File: src/rstm_pkg.sv
// ----------------------------------------------------------------------------
// rstm_pkg
// shared constants, configuration struct and arctangent table for the
// scan transform merge block
// ----------------------------------------------------------------------------
package rstm_pkg;

    localparam int MAX_BEAMS    = 4096;
    localparam int CORDIC_STEPS = 16;
    localparam int ANGLE_BITS   = 16;

    localparam int BEAM_W     = $clog2(MAX_BEAMS);
    localparam int STEP_W     = $clog2(CORDIC_STEPS);
    localparam int ANGLE_KEEP = (ANGLE_BITS < 16) ? ANGLE_BITS : 16;

    localparam logic [15:0] ANGLE_MASK    = 16'(32'hFFFF << (16 - ANGLE_KEEP));
    localparam logic [29:0] GAIN_Q30      = 30'd652032874;
    localparam logic [15:0] RANGE_INVALID = 16'hFFFF;
    localparam logic [15:0] RANGE_TOP     = 16'd65534;

    typedef struct packed {
        logic signed [15:0] rot_xx;
        logic signed [15:0] rot_xy;
        logic signed [15:0] rot_yx;
        logic signed [15:0] rot_yy;
        logic signed [15:0] shift_x;
        logic signed [15:0] shift_y;
    } rstm_xform_cfg_t;

    // arctan(2^-i) in units of 2^-32 turn
    function automatic logic [29:0] atan_turn(input logic [4:0] idx);
        logic [29:0] v;
        unique case (idx)
            5'd0:    v = 30'h20000000;
            5'd1:    v = 30'h12E4051E;
            5'd2:    v = 30'h09FB385B;
            5'd3:    v = 30'h051111D4;
            5'd4:    v = 30'h028B0D43;
            5'd5:    v = 30'h0145D7E1;
            5'd6:    v = 30'h00A2F61E;
            5'd7:    v = 30'h00517C55;
            5'd8:    v = 30'h0028BE53;
            5'd9:    v = 30'h00145F2F;
            5'd10:   v = 30'h000A2F98;
            5'd11:   v = 30'h000517CC;
            5'd12:   v = 30'h00028BE6;
            5'd13:   v = 30'h000145F3;
            5'd14:   v = 30'h0000A2FA;
            5'd15:   v = 30'h0000517D;
            5'd16:   v = 30'h000028BE;
            5'd17:   v = 30'h0000145F;
            5'd18:   v = 30'h00000A30;
            5'd19:   v = 30'h00000518;
            5'd20:   v = 30'h0000028C;
            5'd21:   v = 30'h00000146;
            5'd22:   v = 30'h000000A3;
            5'd23:   v = 30'h00000051;
            default: v = 30'h0;
        endcase
        return v;
    endfunction

endpackage

File: src/rstm_xform.sv
// ----------------------------------------------------------------------------
// rstm_xform
// polar to cartesian, rigid transform and back to range for one beam, on one
// shared cordic step unit and one shared 32x32 multiplier
// ----------------------------------------------------------------------------
module rstm_xform
    import rstm_pkg::*;
(
    input  logic            clk,
    input  logic            rst_n,
    input  logic            start,
    input  logic [15:0]     range_in,
    input  logic [15:0]     angle,
    input  rstm_xform_cfg_t cfg,
    output logic            done,
    output logic [15:0]     result
);

    typedef enum logic [3:0] {
        S_IDLE,
        S_GAIN,
        S_LOAD,
        S_ROT,
        S_M0,
        S_M1,
        S_M2,
        S_M3,
        S_M4,
        S_VEC,
        S_G0,
        S_G1,
        S_G2
    } state_t;

    localparam logic signed [33:0] Z_QUARTER = 34'sh0_4000_0000;
    localparam logic signed [33:0] Z_HALF    = 34'sh0_8000_0000;
    localparam logic signed [33:0] Z_3Q      = 34'sh0_C000_0000;
    localparam logic signed [33:0] Z_TURN    = 34'sh1_0000_0000;
    localparam logic [STEP_W-1:0]  STEP_LAST = STEP_W'(CORDIC_STEPS - 1);

    state_t              state_reg;
    logic [STEP_W-1:0]   step_reg;
    logic signed [35:0]  cx_reg;
    logic signed [35:0]  cy_reg;
    logic signed [33:0]  cz_reg;
    logic signed [63:0]  prod_reg;
    logic signed [63:0]  acc_reg;
    logic signed [35:0]  t_reg;
    logic [15:0]         range_reg;
    logic [15:0]         angle_reg;
    logic [15:0]         result_reg;
    logic                done_reg;

    logic signed [31:0]  mul_a;
    logic signed [31:0]  mul_b;
    logic signed [63:0]  mul_p;

    // shared multiplier operand select
    always_comb
    begin
        mul_a = '0;
        mul_b = '0;
        unique case (state_reg)
            S_GAIN:
            begin
                mul_a = {4'b0, range_reg, 12'b0};
                mul_b = {2'b0, GAIN_Q30};
            end
            S_M0:
            begin
                mul_a = 32'(cfg.rot_xx);
                mul_b = cx_reg[31:0];
            end
            S_M1:
            begin
                mul_a = 32'(cfg.rot_xy);
                mul_b = cy_reg[31:0];
            end
            S_M2:
            begin
                mul_a = 32'(cfg.rot_yx);
                mul_b = cx_reg[31:0];
            end
            S_M3:
            begin
                mul_a = 32'(cfg.rot_yy);
                mul_b = cy_reg[31:0];
            end
            S_G0:
            begin
                mul_a = {14'b0, cx_reg[17:0]};
                mul_b = {2'b0, GAIN_Q30};
            end
            S_G1:
            begin
                mul_a = {14'b0, cx_reg[35:18]};
                mul_b = {2'b0, GAIN_Q30};
            end
            default:
            begin
                mul_a = '0;
                mul_b = '0;
            end
        endcase
    end

    assign mul_p = mul_a * mul_b;

    // cordic step unit, shared by rotation and vectoring
    logic               dir;
    logic signed [35:0] sh_x;
    logic signed [35:0] sh_y;
    logic signed [33:0] atan_v;
    logic signed [35:0] step_x;
    logic signed [35:0] step_y;
    logic signed [33:0] step_z;

    always_comb
    begin
        dir    = (state_reg == S_ROT) ? !cz_reg[33] : !(cy_reg > 36'sd0);
        sh_x   = cy_reg >>> step_reg;
        sh_y   = cx_reg >>> step_reg;
        atan_v = signed'({4'b0, atan_turn(5'(step_reg))});
        if (dir)
        begin
            step_x = cx_reg - sh_x;
            step_y = cy_reg + sh_y;
            step_z = cz_reg - atan_v;
        end
        else
        begin
            step_x = cx_reg + sh_x;
            step_y = cy_reg - sh_y;
            step_z = cz_reg + atan_v;
        end
    end

    // phase folding into the right half plane
    logic signed [33:0] z_raw;
    logic signed [33:0] z_wrap;
    logic signed [35:0] x_init;
    logic               fold;

    always_comb
    begin
        z_raw  = signed'({2'b00, angle_reg & ANGLE_MASK, 16'b0});
        z_wrap = (z_raw >= Z_3Q) ? z_raw - Z_TURN : z_raw;
        fold   = (z_wrap >= Z_QUARTER);
        x_init = 36'(prod_reg >>> 30);
    end

    // rigid transform sums
    logic signed [63:0] lin_sum;
    logic signed [35:0] lin_sh;
    logic signed [35:0] tx_val;
    logic signed [35:0] ty_val;

    always_comb
    begin
        lin_sum = acc_reg + prod_reg;
        lin_sh  = 36'(lin_sum >>> 14);
        tx_val  = lin_sh + signed'({{8{cfg.shift_x[15]}}, cfg.shift_x, 12'b0});
        ty_val  = lin_sh + signed'({{8{cfg.shift_y[15]}}, cfg.shift_y, 12'b0});
    end

    // gain correction, rounding and saturation
    logic [67:0] gain_sum;
    logic [37:0] mag;
    logic [38:0] rnd_sum;
    logic [26:0] rnd;
    logic [15:0] sat;

    always_comb
    begin
        gain_sum = (68'(prod_reg[47:0]) << 18) + 68'(acc_reg[47:0]);
        mag      = gain_sum[67:30];
        rnd_sum  = 39'(mag) + 39'd2048;
        rnd      = rnd_sum[38:12];
        sat      = (rnd > 27'(RANGE_TOP)) ? RANGE_TOP : rnd[15:0];
    end

    always_ff @(posedge clk or negedge rst_n)
    begin
        if (!rst_n)
        begin
            state_reg <= S_IDLE;
            step_reg  <= '0;
            done_reg  <= 1'b0;
        end
        else
        begin
            done_reg <= 1'b0;
            unique case (state_reg)
                S_IDLE:
                begin
                    if (start)
                    begin
                        state_reg <= S_GAIN;
                    end
                end
                S_GAIN:
                begin
                    state_reg <= S_LOAD;
                end
                S_LOAD:
                begin
                    step_reg  <= '0;
                    state_reg <= S_ROT;
                end
                S_ROT:
                begin
                    step_reg <= step_reg + 1'b1;
                    if (step_reg == STEP_LAST)
                    begin
                        state_reg <= S_M0;
                    end
                end
                S_M0:
                begin
                    state_reg <= S_M1;
                end
                S_M1:
                begin
                    state_reg <= S_M2;
                end
                S_M2:
                begin
                    state_reg <= S_M3;
                end
                S_M3:
                begin
                    state_reg <= S_M4;
                end
                S_M4:
                begin
                    step_reg  <= '0;
                    state_reg <= S_VEC;
                end
                S_VEC:
                begin
                    step_reg <= step_reg + 1'b1;
                    if (step_reg == STEP_LAST)
                    begin
                        state_reg <= S_G0;
                    end
                end
                S_G0:
                begin
                    state_reg <= S_G1;
                end
                S_G1:
                begin
                    state_reg <= S_G2;
                end
                S_G2:
                begin
                    done_reg  <= 1'b1;
                    state_reg <= S_IDLE;
                end
                default:
                begin
                    state_reg <= S_IDLE;
                end
            endcase
        end
    end

    // datapath registers
    always_ff @(posedge clk)
    begin
        prod_reg <= mul_p;
        unique case (state_reg)
            S_IDLE:
            begin
                if (start)
                begin
                    range_reg <= range_in;
                    angle_reg <= angle;
                end
            end
            S_LOAD:
            begin
                cx_reg <= fold ? -x_init : x_init;
                cy_reg <= '0;
                cz_reg <= fold ? z_wrap - Z_HALF : z_wrap;
            end
            S_ROT, S_VEC:
            begin
                cx_reg <= step_x;
                cy_reg <= step_y;
                cz_reg <= step_z;
            end
            S_M1, S_M3, S_G1:
            begin
                acc_reg <= prod_reg;
            end
            S_M2:
            begin
                t_reg <= tx_val;
            end
            S_M4:
            begin
                if (t_reg < 36'sd0)
                begin
                    cx_reg <= -t_reg;
                    cy_reg <= -ty_val;
                end
                else
                begin
                    cx_reg <= t_reg;
                    cy_reg <= ty_val;
                end
            end
            S_G2:
            begin
                result_reg <= sat;
            end
            default:
            begin
            end
        endcase
    end

    assign done   = done_reg;
    assign result = result_reg;

    a_result_saturated: assert property (@(posedge clk) disable iff (!rst_n)
        done_reg |-> result_reg != RANGE_INVALID)
        else $error("transformed range above saturation limit");

    a_vector_x_positive: assert property (@(posedge clk) disable iff (!rst_n)
        (state_reg == S_G0) |-> !cx_reg[35])
        else $error("vectoring ended with negative x");

    a_done_returns_idle: assert property (@(posedge clk) disable iff (!rst_n)
        done_reg |-> state_reg == S_IDLE)
        else $error("done raised outside idle");

endmodule

File: src/range_scan_transform_merge.sv
// ----------------------------------------------------------------------------
// range_scan_transform_merge
// per-beam merge of a primary range with a rigidly transformed secondary range,
// tracking the closest reading of each scan
// ----------------------------------------------------------------------------
// sequencing: a beam is accepted only in idle, and the next beam waits until its result
//   is registered; a beam whose secondary range is transformed first runs the two
//   16-step cordic passes and 7 multiplier slots on the shared unit, other beams go
//   straight to the finish state; a result held by the receiver stalls the beam in
//   its finish state and so holds off the next beam
// reset: registers return to identity transform, zero angles, empty scan
module range_scan_transform_merge
    import rstm_pkg::*;
(
    input  logic        clk,
    input  logic        rst_n,
    input  logic        s_tvalid,
    output logic        s_tready,
    input  logic [31:0] s_tdata,   // aux_range[15:0], main_range[31:16]
    input  logic        s_tuser,   // aux_present
    input  logic        s_tlast,   // beam_last
    output logic        m_tvalid,
    input  logic        m_tready,
    output logic [47:0] m_tdata,   // merged_range[15:0], nearest_range[31:16],
                                   // nearest_angle[47:32]
    output logic        m_tlast,   // scan_done
    input  logic        cfg_valid,
    output logic        cfg_ready,
    input  logic [3:0]  cfg_index,
    input  logic [15:0] cfg_data
);

    localparam logic [3:0] REG_ANGLE_START = 4'd0;
    localparam logic [3:0] REG_ANGLE_STEP  = 4'd1;
    localparam logic [3:0] REG_ROT_XX      = 4'd2;
    localparam logic [3:0] REG_ROT_XY      = 4'd3;
    localparam logic [3:0] REG_ROT_YX      = 4'd4;
    localparam logic [3:0] REG_ROT_YY      = 4'd5;
    localparam logic [3:0] REG_SHIFT_X     = 4'd6;
    localparam logic [3:0] REG_SHIFT_Y     = 4'd7;

    localparam logic [15:0]       ONE_Q14   = 16'd16384;
    localparam logic [BEAM_W-1:0] BEAM_LAST = BEAM_W'(MAX_BEAMS - 1);

    typedef enum logic [1:0] {
        S_IDLE,
        S_BUSY,
        S_FINISH
    } state_t;

    state_t            state_reg;
    rstm_xform_cfg_t   xcfg_reg;
    logic [15:0]       angle_start_reg;
    logic [15:0]       angle_step_reg;
    logic [BEAM_W-1:0] beam_count_reg;
    logic [15:0]       beam_angle_reg;
    logic [15:0]       best_range_reg;
    logic [15:0]       best_angle_reg;
    logic [15:0]       main_reg;
    logic [15:0]       aux_t_reg;
    logic              use_aux_reg;
    logic              last_reg;
    logic [15:0]       cur_reg;
    logic              m_tvalid_reg;
    logic [47:0]       m_tdata_reg;
    logic              m_tlast_reg;

    logic        in_xfer;
    logic        identity;
    logic        use_aux;
    logic [15:0] cur_angle;
    logic        xf_start;
    logic        xf_done;
    logic [15:0] xf_result;
    logic        out_free;

    assign s_tready  = (state_reg == S_IDLE);
    assign cfg_ready = 1'b1;
    assign in_xfer   = s_tvalid && s_tready;
    assign out_free  = !m_tvalid_reg || m_tready;

    assign identity = (xcfg_reg.rot_xx == ONE_Q14) && (xcfg_reg.rot_xy == '0) &&
                      (xcfg_reg.rot_yx == '0) && (xcfg_reg.rot_yy == ONE_Q14) &&
                      (xcfg_reg.shift_x == '0) && (xcfg_reg.shift_y == '0);
    assign use_aux   = s_tuser && (s_tdata[15:0] != RANGE_INVALID);
    assign cur_angle = (beam_count_reg == '0) ? angle_start_reg : beam_angle_reg;
    assign xf_start  = in_xfer && use_aux && !identity;

    rstm_xform u_xform (
        .clk      (clk),
        .rst_n    (rst_n),
        .start    (xf_start),
        .range_in (s_tdata[15:0]),
        .angle    (cur_angle),
        .cfg      (xcfg_reg),
        .done     (xf_done),
        .result   (xf_result)
    );

    // merge and closest-reading tracking
    logic [15:0] main_cand;
    logic [15:0] merged;
    logic        better;
    logic [15:0] near_range;
    logic [15:0] near_angle;

    always_comb
    begin
        main_cand = ((main_reg != RANGE_INVALID) && (main_reg != '0)) ? main_reg : '0;
        if (use_aux_reg && (aux_t_reg != '0) &&
            ((main_cand == '0) || (aux_t_reg < main_cand)))
        begin
            merged = aux_t_reg;
        end
        else
        begin
            merged = main_cand;
        end
        better     = (merged < best_range_reg);
        near_range = better ? merged : best_range_reg;
        near_angle = better ? cur_reg : best_angle_reg;
    end

    // configuration registers
    always_ff @(posedge clk or negedge rst_n)
    begin
        if (!rst_n)
        begin
            angle_start_reg  <= '0;
            angle_step_reg   <= '0;
            xcfg_reg.rot_xx  <= ONE_Q14;
            xcfg_reg.rot_xy  <= '0;
            xcfg_reg.rot_yx  <= '0;
            xcfg_reg.rot_yy  <= ONE_Q14;
            xcfg_reg.shift_x <= '0;
            xcfg_reg.shift_y <= '0;
        end
        else if (cfg_valid && cfg_ready)
        begin
            unique case (cfg_index)
                REG_ANGLE_START: angle_start_reg  <= cfg_data;
                REG_ANGLE_STEP:  angle_step_reg   <= cfg_data;
                REG_ROT_XX:      xcfg_reg.rot_xx  <= cfg_data;
                REG_ROT_XY:      xcfg_reg.rot_xy  <= cfg_data;
                REG_ROT_YX:      xcfg_reg.rot_yx  <= cfg_data;
                REG_ROT_YY:      xcfg_reg.rot_yy  <= cfg_data;
                REG_SHIFT_X:     xcfg_reg.shift_x <= cfg_data;
                REG_SHIFT_Y:     xcfg_reg.shift_y <= cfg_data;
                default:
                begin
                end
            endcase
        end
    end

    // beam sequencer, scan state and output register
    always_ff @(posedge clk or negedge rst_n)
    begin
        if (!rst_n)
        begin
            state_reg      <= S_IDLE;
            beam_count_reg <= '0;
            beam_angle_reg <= '0;
            best_range_reg <= RANGE_INVALID;
            best_angle_reg <= '0;
            m_tvalid_reg   <= 1'b0;
        end
        else
        begin
            if ((state_reg == S_FINISH) && out_free)
            begin
                m_tvalid_reg <= 1'b1;
            end
            else if (m_tready)
            begin
                m_tvalid_reg <= 1'b0;
            end
            unique case (state_reg)
                S_IDLE:
                begin
                    if (in_xfer)
                    begin
                        state_reg <= xf_start ? S_BUSY : S_FINISH;
                    end
                end
                S_BUSY:
                begin
                    if (xf_done)
                    begin
                        state_reg <= S_FINISH;
                    end
                end
                S_FINISH:
                begin
                    if (out_free)
                    begin
                        state_reg <= S_IDLE;
                        if (last_reg)
                        begin
                            beam_count_reg <= '0;
                            beam_angle_reg <= angle_start_reg;
                            best_range_reg <= RANGE_INVALID;
                            best_angle_reg <= '0;
                        end
                        else
                        begin
                            beam_count_reg <= (beam_count_reg == BEAM_LAST) ?
                                              '0 : beam_count_reg + 1'b1;
                            beam_angle_reg <= cur_reg + angle_step_reg;
                            if (better)
                            begin
                                best_range_reg <= merged;
                                best_angle_reg <= cur_reg;
                            end
                        end
                    end
                end
                default:
                begin
                    state_reg <= S_IDLE;
                end
            endcase
        end
    end

    // beam payload and result data
    always_ff @(posedge clk)
    begin
        if (in_xfer)
        begin
            main_reg    <= s_tdata[31:16];
            aux_t_reg   <= s_tdata[15:0];
            use_aux_reg <= use_aux;
            last_reg    <= s_tlast;
            cur_reg     <= cur_angle;
        end
        else if ((state_reg == S_BUSY) && xf_done)
        begin
            aux_t_reg <= xf_result;
        end
        if ((state_reg == S_FINISH) && out_free)
        begin
            m_tdata_reg[15:0]  <= merged;
            m_tdata_reg[31:16] <= last_reg ? near_range : '0;
            m_tdata_reg[47:32] <= last_reg ? near_angle : '0;
            m_tlast_reg        <= last_reg;
        end
    end

    assign m_tvalid = m_tvalid_reg;
    assign m_tdata  = m_tdata_reg;
    assign m_tlast  = m_tlast_reg;

    a_merged_not_invalid: assert property (@(posedge clk) disable iff (!rst_n)
        m_tvalid |-> m_tdata[15:0] != RANGE_INVALID)
        else $error("merged range carries the invalid code");

    a_nearest_zero_mid_scan: assert property (@(posedge clk) disable iff (!rst_n)
        (m_tvalid && !m_tlast) |-> m_tdata[47:16] == '0)
        else $error("nearest fields set before end of scan");

    a_done_while_busy: assert property (@(posedge clk) disable iff (!rst_n)
        xf_done |-> state_reg == S_BUSY)
        else $error("transform finished without a pending beam");

    a_xform_from_idle: assert property (@(posedge clk) disable iff (!rst_n)
        xf_start |=> state_reg == S_BUSY)
        else $error("transform started but sequencer not waiting");

endmodule
File: config.mk
export PLATFORM = sky130hd
export DESIGN_NAME = range_scan_transform_merge
export DESIGN_NICKNAME = d
export VERILOG_FILES = /design/src/rstm_pkg.sv /design/src/rstm_xform.sv /design/src/range_scan_transform_merge.sv
export SDC_FILE = /design/constraint.sdc
export NUM_CORES = 2
export LEC_CHECK = 0
export BUFFER_PORTS_ARGS = -buffer_cell sky130_fd_sc_hd__buf_2
export CAP_MARGIN = 25
export CORE_MARGIN = 2
export CORE_UTILIZATION = 31
export DETAILED_ROUTE_END_ITERATION = 6
export SKIP_CTS_REPAIR_TIMING = 1
export SLEW_MARGIN = 25
export SYNTH_ARGS = -nofsm -noshare
export SYNTH_HDL_FRONTEND = slang
export SYNTH_SLANG_ARGS = --single-unit
File: constraint.sdc
create_clock -name clk -period 9.8 [get_ports clk]
set_clock_uncertainty 0.1 [all_clocks]
set_input_delay 0.49 -clock clk [delete_from_list [all_inputs] [get_ports clk]]
set_output_delay 0.49 -clock clk [all_outputs]
set_load 0.03 [all_outputs]
Word-level counts from Yosys, hierarchy flattened:

Memories as Yosys holds them, arrays and structs flattened.
Index checks and enable logic that the tools add are counted.

* $lt $le $gt $ge: 7
* add/sub/neg operators: 19
* eq/ne operators: 33
* reduce and logical (&&, ||, !) cells: 54
* muxes and demuxes: 39
* shift-type cells: 2
* $mul: 1

Operator list (number)
* case mux 32 bit (7 select lines): 1
* case mux 36 bit (3 select lines): 2
* two-way mux 36 bit: 5
* two-way mux 16 bit: 10
* two-way mux 34 bit: 3
* case mux 32 bit (3 select lines): 1
* logical NOT 16 bit: 5
* adder 36 x 28 -> 36 bit: 2
* adder 36 bit: 2
* negator 36 bit: 2
* >>> shifter 36 x 4 -> 36 bit: 2
* subtractor 36 bit: 2
* case mux 34 bit (2 select lines): 1
* adder 66 x 48 -> 67 bit: 1
* multiplier 32 x 32 -> 64 bit: 1
* adder 50 bit: 1
* case mux 4 bit (12 select lines): 1
* adder 38 x 12 -> 39 bit, second input constant: 1
* > comparator 36 x 1 -> 1 bit, second input constant: 1
* < comparator 36 x 1 -> 1 bit, second input constant: 1
* negator 34 -> 36 bit: 1
* adder 34 x 31 -> 34 bit: 1
* >= comparator 34 x 32 -> 1 bit, second input constant: 1
* subtractor 32 x 33 -> 34 bit, second input constant: 1
* other kinds (38): 106

* output and inout bits: 52
* memories kept: 1
* bits in read-only memories: 480
* logic and storage cells: 190
* input port bits: 59
* register bits after elaboration: 603

Memory list
* (name not given): words 16, width 30, read ports 1, clocked after memory_dff 0, write ports 0, line rstm_pkg.sv:33 `unique case (idx)`

Longest topological paths before layout:

* depth in word-level cells: 11
* gate-level depth with buffers: 37
* depth with buffers taken out: 35

Hierarchy:

From an unflattened synthesis, not the netlist that was laid out.

* cell total of the unflattened synthesis: 8136
* area total of the unflattened synthesis: 76940.0 µm²

Modules (own cells, without submodules)
* rstm_xform: cells each 7048, area each 63273.2 µm², seq. area each 8713.4 µm², instances 1
* range_scan_transform_merge: cells each 1088, area each 13666.9 µm², seq. area each 7775.0 µm², instances 1

Least setup slack after synthesis:

OpenSTA, ideal clock, no wires.

* kind: register -> register
* from: register u_xform.state_reg[1]
* to: register u_xform.prod_reg[63]
* cell stages (with the launch flop): 36
* setup slack: -0.587 ns
* required time: 9.577 ns
* arrival: 10.164 ns
* cell sequence: dfrtp_1 -> clkbuf_1 -> inv_1 -> nor3_1 -> clkbuf_1 -> a222oi_1 -> o21ai_1 -> clkbuf_1 -> nand2_1 -> fa_1 -> inv_1 -> fa_1 -> fa_1 -> inv_1 -> fa_1 -> inv_1 -> fa_1 -> inv_1 -> fa_1 -> inv_1 -> fa_1 -> fa_1 -> ha_1 -> o21a_1 -> nor2_1 -> nor2_1 -> o21a_1 -> nand2_1 -> o31ai_1 -> a31oi_1 -> o21ai_0 -> a41oi_1 -> a311oi_1 -> nand3_1 -> a41oi_1 -> xnor2_1

* word-level cells in the longest chain between the ends: 4

Ends and longest elaborated chain
* start, declared: line rstm_xform.sv:41 `state_t state_reg;`
* start signal, assigned: line rstm_xform.sv:186 `state_reg <= S_IDLE;`
* start signal, assigned: line rstm_xform.sv:198 `state_reg <= S_GAIN;`
* start signal, assigned: line rstm_xform.sv:203 `state_reg <= S_LOAD;`
* == test 4 x 1 -> 1 bit, or another cell as far along: line rstm_xform.sv:63 `unique case (state_reg)`
* OR reduction 3 bit (no source line) / OR reduction 2 bit (equally long branches)
* case mux 32 bit (3 select lines): line rstm_xform.sv:63
* multiplier 32 x 32 -> 64 bit (*): line rstm_xform.sv:107 `assign mul_p = mul_a * mul_b;`
* named net u_xform.mul_p[63]: line rstm_xform.sv:56 `logic signed [63:0] mul_p;`
* end signal, assigned: line rstm_xform.sv:271 `prod_reg <= mul_p;`
* end, declared: line rstm_xform.sv:46 `logic signed [63:0] prod_reg;`

Mark *: on every way through the listed nets, which the timed path passes. The rest lies on a longest branch.
A chain may end at the register's enable or synchronous reset.

Final worst setup path:

* from: register u_xform.state_reg[0]
* to: register u_xform.prod_reg[62]

The elaborated chain is that of the path after synthesis.

==> run metrics <==
Core Region 245000 sq um; largest net degree at the start of global routing 88; insertion delay to the later sink of the worst-skew pair 0.72 ns; required time of the worst setup path 10.30 ns; I/O pin total 111; net count of the mapped netlist 9561; GRT overflow 0; fin nets 9820; maximum fanout along the worst path 23; Final setup violation count 0; Syn Area/Cell 9.51 sq um; Critical Path Most Common Cell sky130_fd_sc_hd__fa_1; drt wl/cell 24.1 um; Arr. time, crit path 9.99 ns; number of flip-flops in the largest register 96; placed cell area 82800 sq um; Critical Path Start Type flip-flop; filler cell count in the final layout 24800; max-slew headroom at the worst pin 24.9%; total CTS buffers 76; Die Height 500 um; Yosys warning total 0; Post-synth EDFFs 339; endpoint type of the worst setup path flip-flop; ratio of cells with drive above 1 in the final layout 11.7%; CTS tree yes; max-cap check violation count 0; initial cell density of the core 31.1%; Total Neg Setup Slack 0 ns; via density per instance 5.37; maximum count of clock buffers along a single path 3; status completed; via count of the first global-routing pass 63500; count of unique library cells instantiated by Yosys 104; transition at the pin with the smallest max-transition slack 1.12 ns; register area share after synthesis 21.6%; Synth async-reset ratio 33.2%; most frequent standard cell in the layout excluding fill and tap cells sky130_fd_sc_hd__inv_1; layout overhead on the synthesized area 12.7%; vias 62100; number of antenna violations at the first check in global routing 12; Final Cell Area 85900 sq um; clock sink count 603; H-Tree Depth 3; shortest period the worst path allows 9.48 ns; CP Class reg2reg; largest area contributor in the synthesized netlist sky130_fd_sc_hd__fa_1; All-Layer GR Usage 22.1%; maximum frequency from static timing analysis 105 MHz; total area of sequential cells 16500 sq um; final core utilization 35.0%; routability congestion estimate 1.01; Final Hold Viols 0; TritonRoute pass-1 iters 6; post-synthesis register bit count 603; Root Driver sky130_fd_sc_hd__clkbuf_16; highest cell delay on the worst timing path 0.59 ns; most area-consuming cells after synthesis sky130_fd_sc_hd__fa_1, sky130_fd_sc_hd__edfxtp_1, sky130_fd_sc_hd__ha_1, sky130_fd_sc_hd__dfrtp_1, sky130_fd_sc_hd__inv_1; predominant post-synthesis flop cell sky130_fd_sc_hd__edfxtp_1; IO buf count 109; global-route wire length before repair 414000 um; top-area cell type share of the netlist area 26.7%; CP bufs+invs 7; worst hold margin 0.0197 ns; DRC violation count after routing 0; Mapped Cells 8014; part of the cycle the worst path needs 96.8%; area occupied by multi-input gates 54300 sq um; CTS clock-pin slew for the worst setup and hold paths 0.06 ns; class of the worst hold path in2reg; cell with the largest stage delay on the worst path sky130_fd_sc_hd__fa_1; Std-Cell Rows 182; Die Span X 500 um; die area 250000 sq um; commonest non-fill, non-tap cells in the layout sky130_fd_sc_hd__inv_1, sky130_fd_sc_hd__fa_1, sky130_fd_sc_hd__nand2_1; delay-heaviest family, CP adder cells; RSZ-0062 raised after global routing no; WL final 278000 um; total half-perimeter wirelength after legalization and detailed placement 228000 um; remaining antenna violation count 0; detailed router's first-iteration violation count 5746; netlist area before placement 76200 sq um; Final Max Tran Viols 0
worst register-to-register path: cells and delay by family (launching register included):
family,cells,cell delay [ns]
AO/OA/AOI/OAI,12,2.09
adder cells (fa/ha/maj),9,4.36
flip-flops,1,0.47
XOR/XNOR,1,0.17
buffers and inverters,7,1.24
AND/OR/NAND/NOR,4,0.98
cell type report:
type	instances	share of cell area (%)
multi-input combinational	5936	63.2
sequential	603	19.2
inverter	1147	5.01
timing repair buffer	509	4.74
tap	3220	4.69
clock buffer	102	2.46
clock inverter	39	0.628
antenna	3	0.00874
synth_stat cells, types with 27 or more instances:
master and count:
sky130_fd_sc_hd__nand2b_1 65, sky130_fd_sc_hd__buf_1 38, sky130_fd_sc_hd__nor4_1 65, sky130_fd_sc_hd__a22oi_1 36
sky130_fd_sc_hd__o221ai_1 34, sky130_fd_sc_hd__clkbuf_1 263, sky130_fd_sc_hd__dfxtp_1 64, sky130_fd_sc_hd__nand2_1 865
sky130_fd_sc_hd__or3_1 27, sky130_fd_sc_hd__fa_1 1017, sky130_fd_sc_hd__nand4_1 46, sky130_fd_sc_hd__mux2_2 196
sky130_fd_sc_hd__o21a_1 66, sky130_fd_sc_hd__ha_1 471, sky130_fd_sc_hd__and3_1 45, sky130_fd_sc_hd__nand3_1 109
sky130_fd_sc_hd__xnor2_1 293, sky130_fd_sc_hd__a31oi_1 35, sky130_fd_sc_hd__o31ai_1 42, sky130_fd_sc_hd__mux2i_1 89
sky130_fd_sc_hd__o22ai_1 39, sky130_fd_sc_hd__o21bai_1 34, sky130_fd_sc_hd__mux4_2 60, sky130_fd_sc_hd__inv_1 1143
sky130_fd_sc_hd__edfxtp_1 339, sky130_fd_sc_hd__and2_1 49, sky130_fd_sc_hd__nor2b_1 47, sky130_fd_sc_hd__nor2_1 782
sky130_fd_sc_hd__dfrtp_1 182, sky130_fd_sc_hd__a21oi_1 324, sky130_fd_sc_hd__xor2_1 167, sky130_fd_sc_hd__nor3_1 101
sky130_fd_sc_hd__a211oi_1 49, sky130_fd_sc_hd__o21ai_0 292, sky130_fd_sc_hd__a21o_1 128
final timing paths:
| check | slack [ns] | to | depth (start not counted) | from |
|---|---|---|---|---|
| hold reg to reg | 0.38 | beam_angle_reg[0]$_DFFE_PN0P_ | 2 | beam_angle_reg[0]$_DFFE_PN0P_ |
| min in group asynchronous | 0.20 | best_angle_reg[13]$_DFFE_PN0P_ | 2 | rst_n |
| max in group asynchronous | 8.20 | u_xform.state_reg[1]$_DFFE_PN0P_ | 3 | rst_n |
| setup reg to reg | 0.32 | u_xform.prod_reg[62]$_DFF_P_ | 33 | u_xform.state_reg[0]$_DFFE_PN0P_ |
| setup / recovery | 0.32 | u_xform.prod_reg[62]$_DFF_P_ | 33 | u_xform.state_reg[0]$_DFFE_PN0P_ |
| hold / removal | 0.02 | u_xform.range_reg[12]$_DFFE_PP_ | 1 | s_tdata[12] |
stage by stage:
stage | setup WS (ns) | cells
6_report | 0.318 | 11600
5_1_grt | 0.0136 | 11600
4_1_cts | -0.159 | 11500
3_5_place_dp | -0.0975 | 11400
3_3_place_gp | 0.0402 | 11400
2_1_floorplan | 0.00388 | 8014
cells by family after synthesis:
logic type / share of synthesized area (%)
DFF: 21.6
other: 0.00492
adders and majority gates: 34.4
buffers and inverters: 7.41
muxes: 6.42
AOI/OAI and AO/OA: 11.4
xor gates and xnor gates: 5.31
and+or+nand+nor: 13.4
per-layer routing:
| layer | vias up | part of all wire (%) | GRT usage [%] |
|---|---|---|---|
| met2 | 2597 | 45 | 35.0 |
| met1 | 31600 | 42 | 29.4 |
| met5 | - | 0.0065 | 0 |
| met4 | 2 | 5.7 | 10.6 |
| met3 | 599 | 7.6 | 3.38 |
| li1 | 27300 | - | - |
Power is not shown: default switching activity piles up to over one toggle a cycle in this logic, so the estimate is an artifact.
